File: src/rtl/core/hsp_pkg.sv
// ----------------------------------------------------------------------------
// hsp_pkg: shared types and codes for the HTTP status header parser
// Verdict and tag codes, character constants and the result record passed
// from the parse core to the result stage.
// ----------------------------------------------------------------------------
`default_nettype none

package hsp_pkg;

	// Verdict codes
	localparam logic [1:0] VERDICT_MORE = 2'd0;
	localparam logic [1:0] VERDICT_DONE = 2'd1;
	localparam logic [1:0] VERDICT_BAD  = 2'd2;

	// Byte tag codes
	localparam logic [2:0] TAG_NONE       = 3'd0;
	localparam logic [2:0] TAG_MSG        = 3'd1;
	localparam logic [2:0] TAG_NAME_FIRST = 3'd2;
	localparam logic [2:0] TAG_NAME       = 3'd3;
	localparam logic [2:0] TAG_VALUE      = 3'd4;

	// Command codes
	localparam logic CMD_PARSE   = 1'b0;
	localparam logic CMD_RESTART = 1'b1;

	// Saturation limits
	localparam logic [7:0] VER_MAX  = 8'd255;
	localparam logic [9:0] CODE_MAX = 10'd1023;

	// Characters
	localparam logic [7:0] CH_H     = 8'h48;
	localparam logic [7:0] CH_T     = 8'h54;
	localparam logic [7:0] CH_P     = 8'h50;
	localparam logic [7:0] CH_SLASH = 8'h2F;
	localparam logic [7:0] CH_DOT   = 8'h2E;
	localparam logic [7:0] CH_SP    = 8'h20;
	localparam logic [7:0] CH_HT    = 8'h09;
	localparam logic [7:0] CH_CR    = 8'h0D;
	localparam logic [7:0] CH_LF    = 8'h0A;
	localparam logic [7:0] CH_COLON = 8'h3A;
	localparam logic [7:0] CH_ZERO  = 8'h30;
	localparam logic [7:0] CH_NINE  = 8'h39;
	localparam logic [7:0] CH_DEL   = 8'h7F;
	localparam logic [7:0] CH_CTL_MAX = 8'h1F;

	typedef struct packed {
		logic [1:0] verdict;
		logic [2:0] byte_tag;
		logic [7:0] out_byte;
		logic [7:0] version_major;
		logic [7:0] version_minor;
		logic [9:0] status_value;
	} hsp_result_t;

endpackage

`default_nettype wire

File: src/rtl/core/hsp_ifs.sv
// ----------------------------------------------------------------------------
// hsp_ifs: channel interfaces of the HTTP status header parser
// Byte channel (command and data byte) and result channel, valid/ready.
// ----------------------------------------------------------------------------
`default_nettype none

interface hsp_byte_if;
	logic       valid;
	logic       ready;
	logic       cmd;
	logic [7:0] data_byte;

	modport source (output valid, output cmd, output data_byte, input ready);
	modport sink (input valid, input cmd, input data_byte, output ready);
endinterface

interface hsp_result_if;
	logic       valid;
	logic       ready;
	logic [1:0] verdict;
	logic [2:0] byte_tag;
	logic [7:0] out_byte;
	logic [7:0] version_major;
	logic [7:0] version_minor;
	logic [9:0] status_value;

	modport source (output valid, output verdict, output byte_tag, output out_byte,
		output version_major, output version_minor, output status_value,
		input ready);
	modport sink (input valid, input verdict, input byte_tag, input out_byte,
		input version_major, input version_minor, input status_value,
		output ready);
endinterface

`default_nettype wire

File: src/rtl/core/hsp_parse_core.sv
// ----------------------------------------------------------------------------
// hsp_parse_core: response head state machine
// Holds the parse state and the version and status accumulators, and works
// out the result of one beat from the current state and the byte.
// ----------------------------------------------------------------------------
`default_nettype none

module hsp_parse_core import hsp_pkg::*; (
	input  wire logic        clk,
	input  wire logic        arst_n,
	input  wire logic        step,
	input  wire logic        cmd,
	input  wire logic [7:0]  data_byte,
	output hsp_result_t      result
);

	typedef enum logic [4:0] {
		ST_H, ST_T1, ST_T2, ST_P, ST_SLASH, ST_MAJ_START, ST_MAJ, ST_MIN_START,
		ST_MIN, ST_CODE, ST_MSG, ST_NL1, ST_LINE_START, ST_LWS, ST_NAME,
		ST_SP_VALUE, ST_VALUE, ST_NL2, ST_NL3, ST_DONE, ST_BAD
	} state_t;

	state_t     state_q, state_d;
	logic       hdr_seen_q, hdr_seen_d;
	logic [7:0] major_q, major_d;
	logic [7:0] minor_q, minor_d;
	logic [9:0] code_q, code_d;
	logic [1:0] verdict;
	logic [2:0] tag;

	function automatic logic is_ctl(input logic [7:0] b);
		return (b <= CH_CTL_MAX) || (b == CH_DEL);
	endfunction

	function automatic logic is_dec_char(input logic [7:0] b);
		return (b >= CH_ZERO) && (b <= CH_NINE);
	endfunction

	function automatic logic is_token(input logic [7:0] b);
		logic sep;
		case (b)
			8'h28, 8'h29, 8'h3C, 8'h3E, 8'h40, 8'h2C, 8'h3B, 8'h3A, 8'h5C,
			8'h22, 8'h2F, 8'h5B, 8'h5D, 8'h3F, 8'h3D, 8'h7B, 8'h7D, 8'h20,
			8'h09: sep = 1'b1;
			default: sep = 1'b0;
		endcase
		return !b[7] && !is_ctl(b) && !sep;
	endfunction

	// acc * 10 + digit, saturating at 255
	function automatic logic [7:0] dec_ver(input logic [7:0] acc, input logic [7:0] b);
		logic [11:0] v;
		v = ({4'd0, acc} << 3) + ({4'd0, acc} << 1) + {8'd0, b[3:0]};
		return (v > {4'd0, VER_MAX}) ? VER_MAX : v[7:0];
	endfunction

	// acc * 10 + digit, saturating at 1023
	function automatic logic [9:0] dec_code(input logic [9:0] acc, input logic [7:0] b);
		logic [13:0] v;
		v = ({4'd0, acc} << 3) + ({4'd0, acc} << 1) + {10'd0, b[3:0]};
		return (v > {4'd0, CODE_MAX}) ? CODE_MAX : v[9:0];
	endfunction

	// Next state and result of one beat
	always_comb begin
		logic ok;
		ok         = 1'b1;
		state_d    = state_q;
		hdr_seen_d = hdr_seen_q;
		major_d    = major_q;
		minor_d    = minor_q;
		code_d     = code_q;
		verdict    = VERDICT_MORE;
		tag        = TAG_NONE;
		if (cmd == CMD_RESTART) begin
			state_d    = ST_H;
			hdr_seen_d = 1'b0;
			major_d    = '0;
			minor_d    = '0;
			code_d     = '0;
		end else begin
			unique case (state_q)
				ST_H: begin
					if (data_byte == CH_H) state_d = ST_T1; else ok = 1'b0;
				end
				ST_T1: begin
					if (data_byte == CH_T) state_d = ST_T2; else ok = 1'b0;
				end
				ST_T2: begin
					if (data_byte == CH_T) state_d = ST_P; else ok = 1'b0;
				end
				ST_P: begin
					if (data_byte == CH_P) state_d = ST_SLASH; else ok = 1'b0;
				end
				ST_SLASH: begin
					if (data_byte == CH_SLASH) begin
						major_d = '0;
						minor_d = '0;
						state_d = ST_MAJ_START;
					end else ok = 1'b0;
				end
				ST_MAJ_START: begin
					if (is_dec_char(data_byte)) begin
						major_d = dec_ver(major_q, data_byte);
						state_d = ST_MAJ;
					end else ok = 1'b0;
				end
				ST_MAJ: begin
					if (data_byte == CH_DOT) state_d = ST_MIN_START;
					else if (is_dec_char(data_byte)) major_d = dec_ver(major_q, data_byte);
					else ok = 1'b0;
				end
				ST_MIN_START: begin
					if (is_dec_char(data_byte)) begin
						minor_d = dec_ver(minor_q, data_byte);
						state_d = ST_MIN;
					end else ok = 1'b0;
				end
				ST_MIN: begin
					if (data_byte == CH_SP) begin
						code_d  = '0;
						state_d = ST_CODE;
					end else if (is_dec_char(data_byte)) minor_d = dec_ver(minor_q, data_byte);
					else ok = 1'b0;
				end
				ST_CODE: begin
					if (is_dec_char(data_byte)) code_d = dec_code(code_q, data_byte);
					else if (data_byte == CH_SP) state_d = ST_MSG;
					else ok = 1'b0;
				end
				ST_MSG: begin
					if (data_byte == CH_CR) state_d = ST_NL1;
					else if (!data_byte[7]) tag = TAG_MSG;
					else ok = 1'b0;
				end
				ST_NL1: begin
					if (data_byte == CH_LF) state_d = ST_LINE_START; else ok = 1'b0;
				end
				ST_LINE_START: begin
					if (data_byte == CH_CR) state_d = ST_NL3;
					else if (hdr_seen_q && (data_byte == CH_SP || data_byte == CH_HT))
						state_d = ST_LWS;
					else if (is_token(data_byte)) begin
						hdr_seen_d = 1'b1;
						tag        = TAG_NAME_FIRST;
						state_d    = ST_NAME;
					end else ok = 1'b0;
				end
				ST_LWS: begin
					if (data_byte == CH_CR) state_d = ST_NL2;
					else if (data_byte == CH_SP || data_byte == CH_HT) state_d = ST_LWS;
					else if (is_ctl(data_byte)) ok = 1'b0;
					else begin
						tag     = TAG_VALUE;
						state_d = ST_VALUE;
					end
				end
				ST_NAME: begin
					if (data_byte == CH_COLON) state_d = ST_SP_VALUE;
					else if (is_token(data_byte)) tag = TAG_NAME;
					else ok = 1'b0;
				end
				ST_SP_VALUE: begin
					if (data_byte == CH_SP) state_d = ST_VALUE; else ok = 1'b0;
				end
				ST_VALUE: begin
					if (data_byte == CH_CR) state_d = ST_NL2;
					else if (is_ctl(data_byte)) ok = 1'b0;
					else tag = TAG_VALUE;
				end
				ST_NL2: begin
					if (data_byte == CH_LF) state_d = ST_LINE_START; else ok = 1'b0;
				end
				ST_NL3: begin
					if (data_byte == CH_LF) begin
						state_d = ST_DONE;
						verdict = VERDICT_DONE;
					end else ok = 1'b0;
				end
				ST_DONE: begin
					verdict = VERDICT_DONE;
				end
				default: begin
					ok = 1'b0;
				end
			endcase
			// drop into the bad state on any unexpected byte
			if (!ok) begin
				state_d = ST_BAD;
				verdict = VERDICT_BAD;
				tag     = TAG_NONE;
			end
		end
	end

	// Assemble the result of this beat
	always_comb begin
		result.verdict       = verdict;
		result.byte_tag      = tag;
		result.out_byte      = (tag != TAG_NONE) ? data_byte : 8'd0;
		result.version_major = major_d;
		result.version_minor = minor_d;
		result.status_value  = code_d;
	end

	// Advance the parse state once per beat
	always_ff @(posedge clk or negedge arst_n) begin
		if (!arst_n) begin
			state_q    <= ST_H;
			hdr_seen_q <= 1'b0;
			major_q    <= '0;
			minor_q    <= '0;
			code_q     <= '0;
		end else if (step) begin
			state_q    <= state_d;
			hdr_seen_q <= hdr_seen_d;
			major_q    <= major_d;
			minor_q    <= minor_d;
			code_q     <= code_d;
		end
	end

endmodule

`default_nettype wire

File: src/rtl/core/http_status_header_parser_unit.sv
// ----------------------------------------------------------------------------
// http_status_header_parser_unit: HTTP/1.x response head parser
// Input register, parse state machine, result register.
// ----------------------------------------------------------------------------
// Takes one byte per beat and answers each with one result beat: a verdict
// (more needed, complete, bad), the byte with its tag when it belongs to the
// status message or a header name or value, and the running version and
// status code. A restart command (cmd = 1) returns the parser to the start of
// the status line. The unit accepts one byte per clock cycle while the result
// channel does not stall; each byte is held in the input register, then passes
// through the combinational next-state logic of the parse state register into
// the result register. A stall on the result channel holds both registers and
// back-pressures the byte channel.
`default_nettype none

module http_status_header_parser_unit import hsp_pkg::*; (
	input  wire logic    clk,
	input  wire logic    arst_n,
	hsp_byte_if.sink     byte_ch,
	hsp_result_if.source result_ch
);

	logic        valid_s1;
	logic        cmd_s1;
	logic [7:0]  byte_s1;
	logic        valid_s2;
	hsp_result_t res_s2;
	hsp_result_t res;
	logic        adv;

	// Move the held byte into the result stage when that stage is free
	assign adv           = valid_s1 && (!valid_s2 || result_ch.ready);
	assign byte_ch.ready = !valid_s1 || adv;

	// Hold the accepted beat
	always_ff @(posedge clk or negedge arst_n) begin
		if (!arst_n) begin
			valid_s1 <= 1'b0;
		end else if (byte_ch.valid && byte_ch.ready) begin
			valid_s1 <= 1'b1;
		end else if (adv) begin
			valid_s1 <= 1'b0;
		end
	end

	always_ff @(posedge clk) begin
		if (byte_ch.valid && byte_ch.ready) begin
			cmd_s1  <= byte_ch.cmd;
			byte_s1 <= byte_ch.data_byte;
		end
	end

	hsp_parse_core u_core (
		.clk       (clk),
		.arst_n    (arst_n),
		.step      (adv),
		.cmd       (cmd_s1),
		.data_byte (byte_s1),
		.result    (res)
	);

	// Hold the result beat until taken
	always_ff @(posedge clk or negedge arst_n) begin
		if (!arst_n) begin
			valid_s2 <= 1'b0;
		end else if (adv) begin
			valid_s2 <= 1'b1;
		end else if (result_ch.ready) begin
			valid_s2 <= 1'b0;
		end
	end

	always_ff @(posedge clk) begin
		if (adv) begin
			res_s2 <= res;
		end
	end

	assign result_ch.valid         = valid_s2;
	assign result_ch.verdict       = res_s2.verdict;
	assign result_ch.byte_tag      = res_s2.byte_tag;
	assign result_ch.out_byte      = res_s2.out_byte;
	assign result_ch.version_major = res_s2.version_major;
	assign result_ch.version_minor = res_s2.version_minor;
	assign result_ch.status_value  = res_s2.status_value;

endmodule

`default_nettype wire

File: src/flat_wrapper.sv
// flat-port wrapper written by rule: the top's interface ports become plain ports
module http_status_header_parser_unit_flat import hsp_pkg::*;
  (clk, arst_n, byte_ch_valid, byte_ch_cmd, byte_ch_data_byte, byte_ch_ready, result_ch_valid, result_ch_verdict, result_ch_byte_tag, result_ch_out_byte, result_ch_version_major, result_ch_version_minor, result_ch_status_value, result_ch_ready);
  hsp_byte_if byte_ch_i ();
  hsp_result_if result_ch_i ();
  input  wire logic clk;
  input  wire logic arst_n;
  input wire logic [$bits(byte_ch_i.valid)-1:0] byte_ch_valid;
  input wire logic [$bits(byte_ch_i.cmd)-1:0] byte_ch_cmd;
  input wire logic [$bits(byte_ch_i.data_byte)-1:0] byte_ch_data_byte;
  output wire logic [$bits(byte_ch_i.ready)-1:0] byte_ch_ready;
  output wire logic [$bits(result_ch_i.valid)-1:0] result_ch_valid;
  output wire logic [$bits(result_ch_i.verdict)-1:0] result_ch_verdict;
  output wire logic [$bits(result_ch_i.byte_tag)-1:0] result_ch_byte_tag;
  output wire logic [$bits(result_ch_i.out_byte)-1:0] result_ch_out_byte;
  output wire logic [$bits(result_ch_i.version_major)-1:0] result_ch_version_major;
  output wire logic [$bits(result_ch_i.version_minor)-1:0] result_ch_version_minor;
  output wire logic [$bits(result_ch_i.status_value)-1:0] result_ch_status_value;
  input wire logic [$bits(result_ch_i.ready)-1:0] result_ch_ready;
  assign byte_ch_i.valid = byte_ch_valid;
  assign byte_ch_i.cmd = byte_ch_cmd;
  assign byte_ch_i.data_byte = byte_ch_data_byte;
  assign byte_ch_ready = byte_ch_i.ready;
  assign result_ch_valid = result_ch_i.valid;
  assign result_ch_verdict = result_ch_i.verdict;
  assign result_ch_byte_tag = result_ch_i.byte_tag;
  assign result_ch_out_byte = result_ch_i.out_byte;
  assign result_ch_version_major = result_ch_i.version_major;
  assign result_ch_version_minor = result_ch_i.version_minor;
  assign result_ch_status_value = result_ch_i.status_value;
  assign result_ch_i.ready = result_ch_ready;
  http_status_header_parser_unit u_core (.clk(clk), .arst_n(arst_n), .byte_ch(byte_ch_i), .result_ch(result_ch_i));
endmodule
File: config.mk
export PLATFORM = sky130hd
export DESIGN_NAME = http_status_header_parser_unit_flat
export DESIGN_NICKNAME = d
export VERILOG_FILES = /design/src/rtl/core/hsp_pkg.sv /design/src/rtl/core/hsp_ifs.sv /design/src/rtl/core/hsp_parse_core.sv /design/src/rtl/core/http_status_header_parser_unit.sv /design/src/flat_wrapper.sv
export SDC_FILE = /design/constraint.sdc
export NUM_CORES = 1
export LEC_CHECK = 0
export BUFFER_PORTS_ARGS = -buffer_cell sky130_fd_sc_hd__buf_2
export CAP_MARGIN = 40
export CORE_MARGIN = 5
export CORE_UTILIZATION = 44
export CTS_CLUSTER_SIZE = 30
export DETAILED_ROUTE_END_ITERATION = 10
export PLACE_DENSITY = 0.65
export SLEW_MARGIN = 20
export SYNTH_ARGS = -nofsm -noshare
export SYNTH_HDL_FRONTEND = slang
export SYNTH_SLANG_ARGS = --single-unit
File: constraint.sdc
create_clock -name clk -period 4 [get_ports clk]
set_input_delay 0.6 -clock clk [delete_from_list [all_inputs] [get_ports clk]]
set_output_delay 0.6 -clock clk [all_outputs]
set_load 0.03 [all_outputs]
==> results.md <==
- Cells after Synth: 642
- Cell Count, Final, Fillers Out: between 800 and 900
- Die Wd: 128 um
- WP data required: 4.23 ns
- Setup WS pre-CTS: 0.235 ns
- Fin. max-slew vios: 0
- CP max stage cell: edfxtp_1
- Max_cap viols: 0
- TritonCTS buffer count: 9
- Cell Rows: 43
- Flops & latches, synth: 82
- Worst slew margin: a little under half
- CP startpoint kind: flip-flop
- Hold Buf Count CTS: 0
- Fin crit share: roughly 92%
- Total Neg Setup Slack: 0 ns
- Placed instance area: ~6600 um2
- Initial Utilization: 44.7%
- WHS: about 0.17 ns
- Warnings, synthesis: 0
- Synth Cell Area: roughly 6200 um2
- Post-layout nets: ~760
- Maximum vdd drop: 241 uV
- Setup violators final: 0
- Post-route ant nets: 0
- Worst R2R Setup Slack: between 0.3 and 0.4 ns
- Global placer's final weighted congestion: between 0.9 and 1
- DIE AREA: roughly 16,000 um2
- Number of enable flip-flop cells after synthesis: between 40 and 50
- Io pins: 54
- Post-Place Cells: ~860
- Root buffer cell: clkbuf_16
- Slew @ Worst Pin: approximately 0.82 ns
- Most frequent cells in the layout: nand2_1 (83), buf_2 (54), ha_1 (49), edfxtp_1 (48), a21oi_1 (43)
- Commonest non-fill, non-tap cell in the layout: nand2_1
- CP Class: flip-flop to flip-flop
- FF-to-FF End: u_core.u_core.minor_q[7]$_DFFE_PN0P_
- DR vias/cell: about 6
- Final worst slack: roughly 0.32 ns
- Max clock buf depth: 2
- Synth async-reset ratio: 41.5%
- Critical Path Fanout Max: 11
- R2r startpoint: u_core.byte_s1[3]$_DFFE_PP_
- First-pass GRT wire length: 26,800 um
- R2r worst-path depth: 12
- Fmax: ~270 MHz
- Clock skew: approximately 0.011 ns
- Clk sinks: 82
- Finished Cell Area: 6890 um2
- HPWL after detailed placement: ~12,000 um
- DR DRC count: 0
- Pwr dens: 453 nW/um2
- CP arrival: around 3.9 ns
- Layout area overhead: 11.9%
- Final total power: just over 3 mW
- Die Y: ~130 um
- Antenna violations before repair: 0
- Core Box Area: 13,800 um2
- Min-Delay Path Class: input port to asynchronous set/reset pin
- Hold Violations, Final: 0
- Largest net degree at the start of global routing: 39
- Via Count: around 5,300
- Post-route minimum period: about 3.7 ns
- # port buffers: between 50 and 60
- Layout cells sized above 1: between 15 and 20%
- Largest stage delay on the critical path: around 0.54 ns
- RSZ-0062 raised after global routing: no
- Vias in the first global route: 5,205
- Cells along the critical path: buf_4 > fa_1 > inv_1 > fa_1 > inv_1 > a21oi_1 > o21ai_0 > nor4b_1 > o31ai_2 > a2111oi_0 > a211oi_1 > mux2_2
- CP endpoint kind: flip-flop
- Ys flop type: edfxtp_1
- Syn_nets: 710
- Congestion Overflow GR: 0
- Iteration count of the initial detailed-routing pass: 5
- Post-synth cell types: 84
- WL final: around 16,000 um
- Outcome: finished, final reports clean
- CTS clk-pin slew, worst paths: 0.06 ns
- Drt first-iter violations: between 400 and 500
- Lkg Pwr: 2.86 nW
- CTS tree: built
- Syn avg cell area: 9.58 um2
- GRT Overall Usage: slightly above 20%
- H-tree depth: 3
- Wirelength per Cell: approximately 19 um
- Fin util: between 40% and 50%
- Sequential element share of the synthesized area: a little under two fifths
- Clk_lat worst skew: ~0.35 ns
- Number of inserted diodes: 0
[per-layer routing]
layer | vias to the layer above | track usage, % | wire length, um
met2 | 170 | 33.5 | 7910
met5 | - | 0 | 0
met1 | 2562 | 27.3 | 7260
met4 | 0 | 6.55 | 306
met3 | 26 | 4.38 | 872
li1 | 2533 | - | -
[synth_stat cells, drive strengths merged, types with 3 or more instances]
| cell | n | area, um2 |
|---|---|---|
| a21o | 10 | 82.6 |
| a2111oi | 4 | 72.6 |
| o211ai | 3 | 22.5 |
| xor2 | 4 | 35.0 |
| nand3b | 5 | 37.5 |
| a31oi | 3 | 18.8 |
| o21a | 14 | 105 |
| fa | 6 | 120 |
| o22ai | 6 | 43.8 |
| ha | 49 | 613 |
| a21boi | 3 | 22.5 |
| dfrtp | 34 | 851 |
| nor3 | 18 | 95.1 |
| nand4 | 6 | 37.5 |
| clkbuf | 15 | 56.3 |
| nand2b | 16 | 108 |
| o221ai | 25 | 219 |
| nor4b | 5 | 65.1 |
| and4bb | 3 | 41.3 |
| o2111ai | 3 | 26.3 |
| inv | 23 | 86.3 |
| and3 | 4 | 25.0 |
| and2 | 9 | 56.3 |
| o311ai | 4 | 52.6 |
| mux2 | 8 | 109 |
| o21ai | 35 | 175 |
| xnor2 | 10 | 87.6 |
| edfxtp | 48 | 1440 |
| a21oi | 43 | 215 |
| nor4 | 7 | 56.3 |
| nor2b | 13 | 81.3 |
| nor2 | 35 | 131 |
| buf | 21 | 130 |
| o31ai | 4 | 30.0 |
| nand3 | 13 | 70.1 |
| a211oi | 9 | 67.6 |
| nand2 | 85 | 324 |
| a32o | 3 | 31.3 |
| o32ai | 3 | 26.3 |
[cells by family after synthesis]
logic type                 after synthesis  share of synthesized area (%)
buffers and inverters                   59                           4.43
AOI/OAI and AO/OA                      187                           21.9
DFF                                     82                           37.3
muxes                                    9                           1.93
xor gates and xnor gates                14                           1.99
and+or+nand+nor                        236                           20.6
adders and majority gates               55                           11.9
[final cells by class]
class / count / area [um2]
Fill cell: 1295 / 6890
Multi-Input combinational cell: 501 / 3590
Sequential cell: 82 / 2290
Timing Repair Buffer: 71 / 414
Clock buffer: 11 / 243
Tap cell: 180 / 225
Inverter: 23 / 86.3
Clock inverter: 5 / 31.3
[registers in the layout, summed over array words and instances (netlist names), 8 cells and up]
register / count
u_core.u_core.code_q: 10
u_core.u_core.minor_q: 8
u_core.result_ch.status_value: 10
u_core.result_ch.out_byte: 8
u_core.u_core.major_q: 8
u_core.byte_s1: 8
u_core.result_ch.version_major: 8
u_core.result_ch.version_minor: 8
[worst max-delay path, delay by kind of cell, from the launching register on]
family	cells	cell delay, ns
AOI/OAI and AO/OA	5	1.06
adders and majority gates	2	0.95
buffers and inverters	3	0.38
DFF	1	0.54
muxes	1	0.28
and+or+nand+nor	1	0.35
[worst max-delay path by stage]
| stage | depth (start not counted) | startpoint | to |
|---|---|---|---|
| final | 12 | u_core.byte_s1[3]$_DFFE_PP_ | u_core.u_core.minor_q[7]$_DFFE_PN0P_ |
| after global routing | 11 | u_core.byte_s1[3]$_DFFE_PP_ | u_core.result_ch.status_value[7]$_DFFE_PP_ |
| after CTS | 13 | u_core.byte_s1[3]$_DFFE_PP_ | u_core.result_ch.version_minor[4]$_DFFE_PP_ |
| after detailed placement | 13 | u_core.byte_s1[3]$_DFFE_PP_ | u_core.result_ch.version_minor[4]$_DFFE_PP_ |
| after global placement | 12 | u_core.byte_s1[3]$_DFFE_PP_ | u_core.u_core.minor_q[7]$_DFFE_PN0P_ |
| after floorplan | 11 | u_core.byte_s1[3]$_DFFE_PP_ | u_core.result_ch.status_value[7]$_DFFE_PP_ |
[power breakdown]
group / total, mW / internal (mW) / switching (mW) / leakage (nW)
clock: 0.776 / 0.435 / 0.341 / 0.135
combinational: 1.15 / 0.450 / 0.695 / 1.79
sequential: 1.19 / 1.00 / 0.191 / 0.936
[timing repair]
action / 4_1_cts / 5_1_grt
resized for setup: 0 / 1
buffers inserted: 0 / 0
setup endpoints to repair: 0 / 1
Power figures use the tool's default switching activity.
